==> src/rtl/lir_pkg.sv <==
`timescale 1ns / 1ps
// shared types and constants for the linear interpolation resampler
// no dependencies; imported by every module of the block

package lir_pkg;

    localparam int SAMPLE_BITS = 16;
    localparam int MAX_RUN     = 64;

    localparam int RATE_W    = 18;
    localparam int LEN_W     = 20;
    localparam int IDX_W     = 26;
    localparam int CFG_W     = 20;
    localparam int CFG_IDX_W = 2;

    localparam int DATA_W = ((SAMPLE_BITS + 7) / 8) * 8;
    localparam int USER_W = 2;
    localparam int RUN_W  = (MAX_RUN > 2) ? $clog2(MAX_RUN) : 1;

    localparam int USER_BLOCK_END = 0;
    localparam int USER_DROPPED   = 1;

    // multiplier operands are signed, one guard bit above the widest value
    localparam int MUL_A_W = ((IDX_W > SAMPLE_BITS + 1) ? IDX_W : SAMPLE_BITS + 1) + 1;
    localparam int MUL_B_W = RATE_W + 1;
    localparam int PROD_W  = MUL_A_W + MUL_B_W;

    localparam int DIV_W     = MUL_A_W - 1 + RATE_W;
    localparam int DIV_CNT_W = $clog2(DIV_W + 1);

    localparam logic [RATE_W-1:0] SOURCE_RATE_RST  = RATE_W'(48000);
    localparam logic [RATE_W-1:0] TARGET_RATE_RST  = RATE_W'(16000);
    localparam logic [LEN_W-1:0]  BLOCK_LENGTH_RST = LEN_W'(16000);

    typedef enum logic [CFG_IDX_W-1:0] {
        REG_SOURCE_RATE  = 2'd0,
        REG_TARGET_RATE  = 2'd1,
        REG_BLOCK_LENGTH = 2'd2
    } lir_reg_t;

    typedef struct packed {
        logic              start;
        logic [DIV_W-1:0]  dividend;
        logic [RATE_W-1:0] divisor;
    } lir_div_req_t;

    typedef struct packed {
        logic              done;
        logic [DIV_W-1:0]  quotient;
        logic [RATE_W-1:0] remainder;
    } lir_div_rsp_t;

endpackage

==> src/rtl/lir_mul.sv <==
`timescale 1ns / 1ps
// shared signed multiplier with a registered product
// depends on lir_pkg

module lir_mul
    import lir_pkg::*;
(
    input  logic                      aclk,
    input  logic signed [MUL_A_W-1:0] a,
    input  logic signed [MUL_B_W-1:0] b,
    output logic signed [PROD_W-1:0]  p
);

    logic signed [PROD_W-1:0] prod_reg;
    logic signed [PROD_W-1:0] prod_next;

    assign prod_next = PROD_W'(a) * PROD_W'(b);

    always_ff @(posedge aclk) begin
        prod_reg <= prod_next;
    end

    assign p = prod_reg;

endmodule

==> src/rtl/lir_div.sv <==
`timescale 1ns / 1ps
// shared restoring divider, one quotient bit per cycle
// depends on lir_pkg

module lir_div
    import lir_pkg::*;
(
    input  logic         aclk,
    input  logic         aresetn,
    input  lir_div_req_t req,
    output lir_div_rsp_t rsp
);

    logic [DIV_CNT_W-1:0] count_reg, count_next;
    logic [DIV_W-1:0]     quo_reg, quo_next;
    logic [RATE_W-1:0]    rem_reg, rem_next;
    logic [RATE_W-1:0]    dsr_reg, dsr_next;
    logic                 done_reg, done_next;
    logic [RATE_W:0]      trial;
    logic [RATE_W:0]      diff;

    always_comb begin
        trial      = {rem_reg, quo_reg[DIV_W-1]};
        diff       = trial - {1'b0, dsr_reg};
        count_next = count_reg;
        quo_next   = quo_reg;
        rem_next   = rem_reg;
        dsr_next   = dsr_reg;
        done_next  = 1'b0;
        if (req.start) begin
            quo_next   = req.dividend;
            rem_next   = '0;
            dsr_next   = req.divisor;
            count_next = DIV_CNT_W'(DIV_W);
        end else if (count_reg != '0) begin
            // borrow clear means trial >= divisor
            if (!diff[RATE_W]) begin
                rem_next = diff[RATE_W-1:0];
                quo_next = {quo_reg[DIV_W-2:0], 1'b1};
            end else begin
                rem_next = trial[RATE_W-1:0];
                quo_next = {quo_reg[DIV_W-2:0], 1'b0};
            end
            count_next = count_reg - 1'b1;
            done_next  = (count_reg == DIV_CNT_W'(1));
        end
    end

    always_ff @(posedge aclk) begin
        if (!aresetn) begin
            count_reg <= '0;
            done_reg  <= 1'b0;
        end else begin
            count_reg <= count_next;
            done_reg  <= done_next;
        end
        quo_reg <= quo_next;
        rem_reg <= rem_next;
        dsr_reg <= dsr_next;
    end

    assign rsp.done      = done_reg;
    assign rsp.quotient  = quo_reg;
    assign rsp.remainder = rem_reg;

endmodule

==> src/rtl/linear_interp_resampler.sv <==
`timescale 1ns / 1ps
// linear interpolation resampler: one input transaction at a time; a multiply and divide
// pass runs on the shared multiplier and 44-step divider
// a block start adds one pass, every non-final transaction one pass for its run end;
// each result: a position pass, an interpolation pass if fractional, and any output stall
// back in ST_IDLE via ST_FINISH after the last result is loaded or an empty run is found
// reset: synchronous aresetn, restores default config; depends on lir_pkg, lir_mul, lir_div

module linear_interp_resampler
    import lir_pkg::*;
(
    input  logic                 aclk,
    input  logic                 aresetn,
    input  logic                 cfg_wr_en,
    input  logic [CFG_IDX_W-1:0] cfg_index,
    input  logic [CFG_W-1:0]     cfg_wdata,
    input  logic                 s_axis_tvalid,
    output logic                 s_axis_tready,
    input  logic [DATA_W-1:0]    s_axis_tdata,  // in_sample
    output logic                 m_axis_tvalid,
    input  logic                 m_axis_tready,
    output logic [DATA_W-1:0]    m_axis_tdata,  // out_sample
    output logic                 m_axis_tlast,  // run_end
    output logic [USER_W-1:0]    m_axis_tuser   // block_end, dropped
);

    localparam int WIDE_W = SAMPLE_BITS + 2;

    typedef enum logic [3:0] {
        ST_IDLE,
        ST_TOT_MUL,
        ST_TOT_DIV,
        ST_TOT_WAIT,
        ST_HI_MUL,
        ST_HI_DIV,
        ST_HI_WAIT,
        ST_CHECK,
        ST_POS_MUL,
        ST_POS_DIV,
        ST_POS_WAIT,
        ST_INT_MUL,
        ST_INT_DIV,
        ST_INT_WAIT,
        ST_EMIT,
        ST_FINISH
    } state_t;

    state_t                   state_reg, state_next;
    logic [RATE_W-1:0]        src_reg, src_next;
    logic [RATE_W-1:0]        tgt_reg, tgt_next;
    logic [LEN_W-1:0]         len_reg, len_next;
    logic [SAMPLE_BITS-1:0]   prev_reg, prev_next;
    logic [SAMPLE_BITS-1:0]   x_reg, x_next;
    logic [SAMPLE_BITS-1:0]   v_reg, v_next;
    logic [LEN_W-1:0]         seen_reg, seen_next;
    logic [IDX_W-1:0]         idx_reg, idx_next;
    logic [IDX_W-1:0]         hi_reg, hi_next;
    logic [IDX_W-1:0]         total_reg, total_next;
    logic                     last_reg, last_next;
    logic [RATE_W-1:0]        r_reg, r_next;
    logic                     neg_reg, neg_next;
    logic [RUN_W-1:0]         run_reg, run_next;
    logic                     m_valid_reg, m_valid_next;
    logic [SAMPLE_BITS-1:0]   m_sample_reg, m_sample_next;
    logic                     m_last_reg, m_last_next;
    logic                     m_block_reg, m_block_next;
    logic                     m_drop_reg, m_drop_next;

    logic [RATE_W-1:0]        src_eff;
    logic [RATE_W-1:0]        tgt_eff;
    logic [LEN_W-1:0]         len_eff;
    logic [LEN_W-1:0]         len_m1;
    logic signed [SAMPLE_BITS:0] step_s;
    logic signed [MUL_A_W-1:0] mul_a;
    logic signed [MUL_B_W-1:0] mul_b;
    logic signed [PROD_W-1:0]  mul_p;
    logic [PROD_W-1:0]        p_abs;
    lir_div_req_t             div_req;
    lir_div_rsp_t             div_rsp;
    logic [IDX_W-1:0]         total_sat;
    logic [WIDE_W-1:0]        frac_pos;
    logic [WIDE_W-1:0]        frac_mag;
    logic [WIDE_W-1:0]        v_sum;
    logic [IDX_W:0]           idx_inc;
    logic                     range_end;
    logic                     run_full;
    logic                     out_free;

    assign src_eff = (src_reg == '0) ? RATE_W'(1) : src_reg;
    assign tgt_eff = (tgt_reg == '0) ? RATE_W'(1) : tgt_reg;
    assign len_eff = (len_reg == '0) ? LEN_W'(1) : len_reg;
    assign len_m1  = len_eff - 1'b1;

    assign step_s = signed'({x_reg[SAMPLE_BITS-1], x_reg})
                  - signed'({prev_reg[SAMPLE_BITS-1], prev_reg});

    always_comb begin
        unique case (state_reg)
            ST_TOT_MUL: begin
                mul_a = MUL_A_W'(len_eff);
                mul_b = MUL_B_W'(tgt_eff);
            end
            ST_HI_MUL: begin
                mul_a = MUL_A_W'(seen_reg);
                mul_b = MUL_B_W'(tgt_eff);
            end
            ST_POS_MUL: begin
                mul_a = MUL_A_W'(idx_reg);
                mul_b = MUL_B_W'(src_eff);
            end
            ST_INT_MUL: begin
                mul_a = MUL_A_W'(step_s);
                mul_b = MUL_B_W'(r_reg);
            end
            default: begin
                mul_a = '0;
                mul_b = '0;
            end
        endcase
    end

    lir_mul u_mul (
        .aclk (aclk),
        .a    (mul_a),
        .b    (mul_b),
        .p    (mul_p)
    );

    assign p_abs = mul_p[PROD_W-1] ? PROD_W'(-mul_p) : PROD_W'(mul_p);

    always_comb begin
        div_req.start = (state_reg == ST_TOT_DIV) || (state_reg == ST_HI_DIV)
                     || (state_reg == ST_POS_DIV) || (state_reg == ST_INT_DIV);
        div_req.dividend = p_abs[DIV_W-1:0];
        div_req.divisor  = ((state_reg == ST_TOT_DIV) || (state_reg == ST_HI_DIV))
                         ? src_eff : tgt_eff;
    end

    lir_div u_div (
        .aclk    (aclk),
        .aresetn (aresetn),
        .req     (div_req),
        .rsp     (div_rsp)
    );

    assign total_sat = (|div_rsp.quotient[DIV_W-1:IDX_W]) ? '1
                     : div_rsp.quotient[IDX_W-1:0];

    // floor of step * r / tgt from magnitude quotient and remainder
    assign frac_pos = WIDE_W'(div_rsp.quotient[SAMPLE_BITS:0]);
    assign frac_mag = frac_pos + WIDE_W'(div_rsp.remainder != '0);
    assign v_sum    = {{2{prev_reg[SAMPLE_BITS-1]}}, prev_reg}
                    + (neg_reg ? (~frac_mag + 1'b1) : frac_pos);

    assign idx_inc   = {1'b0, idx_reg} + 1'b1;
    assign range_end = idx_inc >= {1'b0, hi_reg};
    assign run_full  = run_reg == RUN_W'(MAX_RUN - 1);
    assign out_free  = !m_valid_reg || m_axis_tready;

    always_comb begin
        state_next    = state_reg;
        src_next      = src_reg;
        tgt_next      = tgt_reg;
        len_next      = len_reg;
        prev_next     = prev_reg;
        x_next        = x_reg;
        v_next        = v_reg;
        seen_next     = seen_reg;
        idx_next      = idx_reg;
        hi_next       = hi_reg;
        total_next    = total_reg;
        last_next     = last_reg;
        r_next        = r_reg;
        neg_next      = neg_reg;
        run_next      = run_reg;
        m_valid_next  = m_valid_reg && !m_axis_tready;
        m_sample_next = m_sample_reg;
        m_last_next   = m_last_reg;
        m_block_next  = m_block_reg;
        m_drop_next   = m_drop_reg;

        if (cfg_wr_en) begin
            unique case (cfg_index)
                REG_SOURCE_RATE:  src_next = cfg_wdata[RATE_W-1:0];
                REG_TARGET_RATE:  tgt_next = cfg_wdata[RATE_W-1:0];
                REG_BLOCK_LENGTH: len_next = cfg_wdata[LEN_W-1:0];
                default: ;
            endcase
        end

        unique case (state_reg)
            ST_IDLE: begin
                if (s_axis_tvalid) begin
                    x_next    = s_axis_tdata[SAMPLE_BITS-1:0];
                    last_next = seen_reg >= len_m1;
                    run_next  = '0;
                    if (seen_reg == '0) begin
                        state_next = ST_TOT_MUL;
                    end else if (seen_reg >= len_m1) begin
                        hi_next    = total_reg;
                        state_next = ST_CHECK;
                    end else begin
                        state_next = ST_HI_MUL;
                    end
                end
            end
            ST_TOT_MUL: state_next = ST_TOT_DIV;
            ST_TOT_DIV: state_next = ST_TOT_WAIT;
            ST_TOT_WAIT: begin
                if (div_rsp.done) begin
                    total_next = total_sat;
                    idx_next   = '0;
                    if (last_reg) begin
                        hi_next    = total_sat;
                        state_next = ST_CHECK;
                    end else begin
                        state_next = ST_HI_MUL;
                    end
                end
            end
            ST_HI_MUL: state_next = ST_HI_DIV;
            ST_HI_DIV: state_next = ST_HI_WAIT;
            ST_HI_WAIT: begin
                if (div_rsp.done) begin
                    if (div_rsp.quotient >= DIV_W'(total_reg)) begin
                        hi_next = total_reg;
                    end else begin
                        hi_next = div_rsp.quotient[IDX_W-1:0] + 1'b1;
                    end
                    state_next = ST_CHECK;
                end
            end
            ST_CHECK: begin
                state_next = (idx_reg < hi_reg) ? ST_POS_MUL : ST_FINISH;
            end
            ST_POS_MUL: state_next = ST_POS_DIV;
            ST_POS_DIV: state_next = ST_POS_WAIT;
            ST_POS_WAIT: begin
                if (div_rsp.done) begin
                    r_next = div_rsp.remainder;
                    if ((div_rsp.remainder == '0) || (div_rsp.quotient >= DIV_W'(len_m1))) begin
                        v_next     = x_reg;
                        state_next = ST_EMIT;
                    end else begin
                        state_next = ST_INT_MUL;
                    end
                end
            end
            ST_INT_MUL: state_next = ST_INT_DIV;
            ST_INT_DIV: begin
                neg_next   = mul_p[PROD_W-1];
                state_next = ST_INT_WAIT;
            end
            ST_INT_WAIT: begin
                if (div_rsp.done) begin
                    v_next     = v_sum[SAMPLE_BITS-1:0];
                    state_next = ST_EMIT;
                end
            end
            ST_EMIT: begin
                if (out_free) begin
                    m_valid_next  = 1'b1;
                    m_sample_next = v_reg;
                    m_last_next   = range_end || run_full;
                    m_block_next  = last_reg && (range_end || run_full);
                    m_drop_next   = run_full && !range_end;
                    idx_next      = idx_inc[IDX_W-1:0];
                    run_next      = run_reg + 1'b1;
                    state_next    = (range_end || run_full) ? ST_FINISH : ST_CHECK;
                end
            end
            ST_FINISH: begin
                prev_next = x_reg;
                if (last_reg) begin
                    seen_next = '0;
                    idx_next  = '0;
                end else begin
                    seen_next = seen_reg + 1'b1;
                    if (idx_reg < hi_reg) begin
                        idx_next = hi_reg;
                    end
                end
                state_next = ST_IDLE;
            end
            default: state_next = ST_IDLE;
        endcase
    end

    always_ff @(posedge aclk) begin
        if (!aresetn) begin
            state_reg   <= ST_IDLE;
            src_reg     <= SOURCE_RATE_RST;
            tgt_reg     <= TARGET_RATE_RST;
            len_reg     <= BLOCK_LENGTH_RST;
            prev_reg    <= '0;
            seen_reg    <= '0;
            idx_reg     <= '0;
            total_reg   <= '0;
            m_valid_reg <= 1'b0;
        end else begin
            state_reg   <= state_next;
            src_reg     <= src_next;
            tgt_reg     <= tgt_next;
            len_reg     <= len_next;
            prev_reg    <= prev_next;
            seen_reg    <= seen_next;
            idx_reg     <= idx_next;
            total_reg   <= total_next;
            m_valid_reg <= m_valid_next;
        end
        x_reg        <= x_next;
        v_reg        <= v_next;
        hi_reg       <= hi_next;
        last_reg     <= last_next;
        r_reg        <= r_next;
        neg_reg      <= neg_next;
        run_reg      <= run_next;
        m_sample_reg <= m_sample_next;
        m_last_reg   <= m_last_next;
        m_block_reg  <= m_block_next;
        m_drop_reg   <= m_drop_next;
    end

    assign s_axis_tready = (state_reg == ST_IDLE);
    assign m_axis_tvalid = m_valid_reg;
    assign m_axis_tdata  = DATA_W'(m_sample_reg);
    assign m_axis_tlast  = m_last_reg;

    always_comb begin
        m_axis_tuser                 = '0;
        m_axis_tuser[USER_BLOCK_END] = m_block_reg;
        m_axis_tuser[USER_DROPPED]   = m_drop_reg;
    end

`ifndef SYNTHESIS
    a_idx_within_total: assert property (@(posedge aclk) disable iff (!aresetn)
        idx_reg <= total_reg)
        else $error("output index beyond block total");

    a_busy_after_accept: assert property (@(posedge aclk) disable iff (!aresetn)
        s_axis_tvalid && s_axis_tready |=> !s_axis_tready)
        else $error("second transaction accepted while busy");

    a_drop_ends_run: assert property (@(posedge aclk) disable iff (!aresetn)
        m_axis_tvalid && m_axis_tuser[USER_DROPPED] |-> m_axis_tlast)
        else $error("dropped flag on a result that does not end its run");

    a_block_ends_run: assert property (@(posedge aclk) disable iff (!aresetn)
        m_axis_tvalid && m_axis_tuser[USER_BLOCK_END] |-> m_axis_tlast)
        else $error("block end on a result that does not end its run");
`endif

endmodule
==> config.mk <==
export PLATFORM = sky130hd
export DESIGN_NAME = linear_interp_resampler
export DESIGN_NICKNAME = d
export VERILOG_FILES = /design/src/rtl/lir_pkg.sv /design/src/rtl/lir_mul.sv /design/src/rtl/lir_div.sv /design/src/rtl/linear_interp_resampler.sv
export SDC_FILE = /design/constraint.sdc
export NUM_CORES = 2
export LEC_CHECK = 0
export BUFFER_PORTS_ARGS = -buffer_cell sky130_fd_sc_hd__buf_2
export CAP_MARGIN = 20
export CORE_ASPECT_RATIO = 0.7
export CORE_MARGIN = 2
export CORE_UTILIZATION = 30
export DETAILED_ROUTE_END_ITERATION = 8
export GPL_TIMING_DRIVEN = 0
export SYNTH_ARGS = -nofsm -noshare
export SYNTH_HDL_FRONTEND = slang
export SYNTH_SLANG_ARGS = --single-unit
export TNS_END_PERCENT = 30
==> constraint.sdc <==
create_clock -name aclk -period 16.8 [get_ports aclk]
set_clock_uncertainty 0.2 [all_clocks]
set_input_delay 1.68 -clock aclk [delete_from_list [all_inputs] [get_ports aclk]]
set_output_delay 1.68 -clock aclk [all_outputs]
set_load 0.01 [all_outputs]
Word-level counts from Yosys, hierarchy flattened

Index checks and enable logic that the tools add are counted.

Latch bits: 0
Memories: 0
Input port bits: 43
Output and inout bits: 21
Memory bits (read-only): 0
Memory bits (writable): 0
Logic and storage cells: 171
Flip-flop bits (word level): 385

Shifts and indexed selects: 0
Reduce and logical (&&, ||, !) cells: 42
Bitwise logic cells: 3
Equal/unequal tests: 30
$add $sub $neg: 12
Divide/modulo/power cells: 0
Multipliers: 1
Mux-type cells: 51
$lt $le $gt $ge: 5

Operators by type and width:

| kind                    | count |
|---|---|
| $mux W26                | 12 |
| $pmux W26 S3            | 2 |
| $mux W44                | 3 |
| $pmux W27 S4            | 1 |
| $mux W18                | 4 |
| $mux W16                | 4 |
| $pmux W4 S16            | 1 |
| $logic_not A18 Y1       | 3 |
| $pmux W18 S3            | 1 |
| $mul A27 B19 Y46        | 1 |
| $ge A44 B20 Y1          | 1 |
| $ge A44 B26 Y1          | 1 |
| $neg A44 Y44            | 1 |
| $logic_not A20 Y1       | 2 |
| $mux W20                | 2 |
| $eq A4 B4 Y1 const B    | 8 |
| $pmux W16 S2            | 1 |
| $mux W4                 | 7 |
| $add A26 B1 Y27 const B | 1 |
| $ge A27 B26 Y1          | 1 |
| $add A26 B1 Y26 const B | 1 |
| $lt A26 B26 Y1          | 1 |
| $mux W6                 | 4 |
| $add A20 B1 Y20 const B | 1 |
| other kinds (42)        | 80 |

Depth between registers and ports, before layout

Word-level depth: 8
Mapped depth: 38
Gate-level depth less buffers: 36

Hierarchy

From an unflattened synthesis, not the netlist that was laid out.

Cell total of the unflattened synthesis: 4617
Area total of the unflattened synthesis: 41843.9 um^2

By module, submodules not included:

| module                  | sequential area each (um^2) | cells an instance | times used | area an instance (um^2) |
|---|---|---|---|---|
| lir_mul                 | 920.9                       | 2036              | 1          | 19020.7 |
| linear_interp_resampler | 6075.8                      | 2180              | 1          | 18182.4 |
| lir_div                 | 2362.3                      | 401               | 1          | 4640.7 |

Worst setup path before layout

OpenSTA, ideal clock, no wires.

Path kind: register to register
From: register x_reg[0]
To: register u_mul.prod_reg[45] (netlist: u_mul.p[45])
Required time: 16.528 ns
Data arrival time: 8.454 ns
Path slack: 8.074 ns
Path buffers: 1
Setup time: 0.072 ns
Clock period less this slack: 8.726 ns
Stages on the path, launching flop included: 36
Cell sequence: edfxtp_1 inv_1 ha_1 fa_1 nor2b_1 o21ai_0 a21boi_0 o21ai_0 a21o_1 o211ai_1 a2111oi_0 o21ai_1 clkbuf_1 nor2_1 fa_1 inv_1 fa_1 inv_1 fa_1 inv_1 fa_1 inv_1 fa_1 inv_1 fa_1 inv_1 ha_1 o21a_1 o22a_1 a22oi_1 o21ba_2 a21oi_1 o21ai_0 nand2b_1 a21oi_1 xnor2_1

Word-level cells in the longest chain between the ends: 3

Ends and longest elaborated chain:

| what                          | line                           | text |
|---|---|---|
| start, declared               | linear_interp_resampler.sv:53  | `logic [SAMPLE_BITS-1:0] x_reg, x_next;` |
| start signal, assigned        | linear_interp_resampler.sv:311 | `x_reg <= x_next;` |
| $sub A16 B16 Y17              | linear_interp_resampler.sv:95  | `- signed'({prev_reg[SAMPLE_BITS-1], prev_reg});` |
| $pmux W27 S4                  | linear_interp_resampler.sv:98  | `unique case (state_reg)` |
| $mul A27 B19 Y46              | lir_mul.sv:17                  | `assign prod_next = PROD_W'(a) * PROD_W'(b);` |
| named net u_mul.prod_next[45] | lir_mul.sv:15                  | `logic signed [PROD_W-1:0] prod_next;` |
| end signal, assigned          | lir_mul.sv:20                  | `prod_reg <= prod_next;` |
| end, declared                 | lir_mul.sv:14                  | `logic signed [PROD_W-1:0] prod_reg;` |

The timed path passes the listed nets, and every way through them passes these cells.
A chain may end at the register's enable or synchronous reset.

Worst setup path in the final report

From: register state_reg[0]
To: register u_mul.prod_reg[45] (netlist: u_mul.p[45])

Word-level cells in the longest chain between the ends: 4
Elaborated cells between the ends (all ways): 8
Classes of those cells: 1 x mul; 4 x eq/ne; 2 x mux; 1 x reduce/logical

Ends and longest elaborated chain:

| what                                                | line                           | text |
|---|---|---|
| start, declared                                     | linear_interp_resampler.sv:48  | `state_t state_reg, state_next;` |
| start signal, assigned                              | linear_interp_resampler.sv:301 | `state_reg <= state_next;` |
| $eq A4 B3 Y1 / $eq A4 B1 Y1 (equally long branches) | linear_interp_resampler.sv:98  |  |
| $reduce_or A2 Y1 (no source line)                   | n/a                            |  |
| $pmux W18 S3                                        | linear_interp_resampler.sv:98  |  |
| $mul A27 B19 Y46 *                                  | lir_mul.sv:17                  |  |
| named net u_mul.prod_next[45]                       | lir_mul.sv:15                  |  |

The timed path passes the listed nets; every way through them passes the cells marked *.

==> flow_summary.yaml <==
synthesis:
  mappedNetlistArea_um2: 40200
  post-synth-top-count-cell: "inv_1"
  syn-num-nets: 5478
  yosys-top-cells-area: "fa_1 24%, edfxtp_1 12%, dfxtp_1 11%, ha_1 9.2%, inv_1 7.0%"
  ys_types: 73
  synth_edf_count: 165
  synth_largest_area_cell: "fa_1"
  synth_flop_cell: "dfxtp_1"
  yosysSeqAreaShare: 0.232
  synth_top_area_share: 0.239
  ys_ff_latch: 384
  synthCells: 4658
  avgSynthCellArea_um2: 8.63
  ys_async_sr_fraction: 0
  yosysWarnings: 0
  synth_commonest_cells: "748 x inv_1, 697 x nand2_1, 480 x fa_1, 346 x nor2_1, 297 x ha_1"
global_routing:
  grt_overflow: 0
  grt_pass1_wl_mm: 220
  antenna_found_initial: 13
  first_global_vias: 32900
  grtUsageTotal: 0.216
  grt_max_degree: 40
critical_path:
  cp_num_cells: 33
  critPathTopFamily: "adder cells"
  slowest_stage: "a311oi_1"
  end_kind: "flop"
  cp-start-kind: "flop"
  worst-path-buf-inv: 11
  cp_data_arrival_time_ps: 11460
  max_stage_delay_ps: 800
  rr_worst_depth: 33
  worstPathRequired_ps: 17120
  critical_path_class: "flop to flop"
  cp_max_fo: 10
cells_and_area:
  drive_above_1_share: 0.0400
  finalNetCount: 5592
  area_growth_pct: 10.3
  fin_cells: 6569
  final_area_um2: 44400
  largest_register_ffs: 45
cts:
  clk_latency_ps: 610
  htree_levels: 2
  cts_tree: "done"
  clk_pin_slew_ps: 70
  cts_root_buf: "clkbuf_16"
  cts_setup_buffers: 0
  cts_resized: 0
  clockBufferDepth: 3
  numCtsBuffers: 37
  ctsHoldBuffers: 0
  cts.sinks: 384
timing:
  fmax_mhz: 89.8
  setup_ws_ps: 5660
  max_slew_margin: 0.136
  hold_viol_final: 0
  whs_ps: 219
  period_needed_ps: 11140
  rsz0062_at_grt: "no"
  worst_pin_slew_ps: 1300
  drv_slew: 0
  fin_crit_sh: 0.663
  setup_violations: 0
  fin_setup_tns_ps: 0
die:
  die_w_um: 442
  initial_core_util: 0.302
  ios: 64
  core.rowCount: 112
  die_h_um: 310
  coreArea_um2: 133000
  dieArea_um2: 137000
placed_design:
  dp.cells: 6497
  place_ws_ps: 5760
  place_hpwl_mm: 123
  gp_congestion: 1.01
  placed_cell_area_um2: 42900
  port_buffers: 62
pwr:
  ir_drop_mv: 0.0749
  p_leak_nw: 19.8
  p_per_area_nw_per_um2: 102
drt:
  drtIter0Drc: 4295
  drc_errors: 0
  avgViaCountPerCell: 5.30
  ant_nets: 0
  routed_wl_mm: 149
  num_vias: 34800
  dr.pass1.iters: 9
  wl_per_cell_um: 22.7
worst_hold_path:
  hp-class: "flop to flop"
  min_path_cells: 0
run:
  max-cap-violations: 0
run_status:
  status: "finished, final reports clean"
==> metal layers <==
layer  GRT usage  vias to the layer above  part of all wire
met1       0.340                    17100              0.46
met3      0.0829                      205              0.15
met4      0.0393                        8             0.021
li1            -                    15500                 -
met2       0.272                     2033              0.36
met5           0                        -           0.00038
==> path summary, 6_finish.rpt <==
| check | startpoint | to | slack [ps] |
|---|---|---|---|
| worst max-delay path | state_reg[0] | u_mul.p[45] | 5660 |
| worst min-delay path | v_reg[14] | m_axis_tdata[14] | 220 |
| worst max register to register | state_reg[0] | u_mul.p[45] | 5660 |
| worst min register to register | v_reg[14] | m_axis_tdata[14] | 220 |
==> power breakdown <==
group | switching [mW] | total, mW | leakage (nW) | internal [mW]
Sequential | 0.209 | 1.39 | 3.37 | 1.18
Clock | 0.428 | 1.01 | 0.707 | 0.581
Combinational | 1.46 | 2.14 | 15.7 | 0.678
==> area by class of cell <==
class	instances	area (µm²)
Antenna cell	1	2.50
Clock buffer	44	1050
Clock inverter	24	399
Multi-Input combinational cell	3312	27300
Sequential cell	384	9340
Inverter	752	2820
Fill cell	13800	88800
Timing Repair Buffer	75	454
Tap cell	1767	2210
Buffer	210	806
==> logic make-up (layout without fill, tap and decap cells) <==
logic type                 Yosys count  after routing  share of synthesized area
adders and majority gates          777            777                      0.331
DFF                                384            384                      0.232
other                                0              1                          0
and+or+nand+nor                   1516           1516                      0.168
AOI/OAI and AO/OA                  770            770                      0.123
xor gates and xnor gates           217            217                     0.0473
muxes                               32             32                    0.00865
buffers and inverters              962           1105                     0.0902
==> cell usage in the layout, fill, tap and decap left out, drive strengths merged, types with 8 or more instances in the layout <==
master / count
dfxtp: 219
clkbuf: 240
nand2b: 24
mux2i: 10
or4: 19
nand2: 697
nor3: 79
a211oi: 58
nor2b: 46
nor2: 346
and3: 38
a21oi: 201
nand3: 88
nor4: 38
a31oi: 21
o211ai: 23
xor2: 100
a21o: 53
o21ai: 198
buf: 89
nand4: 35
fa: 480
o31ai: 31
or3: 24
o22ai: 9
edfxtp: 165
o21a: 31
mux2: 22
bufinv: 8
a222oi: 14
ha: 297
o41ai: 16
inv: 754
clkinv: 12
a221oi: 29
and2: 56
xnor2: 117
a22oi: 23
==> worst reg2reg max path, delay by kind of cell, from the launching register on <==
family | cells | cell delay, ps
adder cells (fa/ha/maj) | 7 | 3130
buffers and inverters | 11 | 2750
AO/OA/AOI/OAI | 7 | 2670
AND/OR/NAND/NOR | 7 | 1840
flip-flops | 1 | 320
XOR/XNOR | 1 | 170
==> metrics by stage <==
step                power (mW)  utilization
floorplan                 2.66            -
global route              4.79        0.333
detailed placement        3.45        0.322
CTS                       4.47        0.333
global placement          3.41        0.321
finish                    4.54        0.333
No activity file was read; power rests on OpenSTA's default activity.
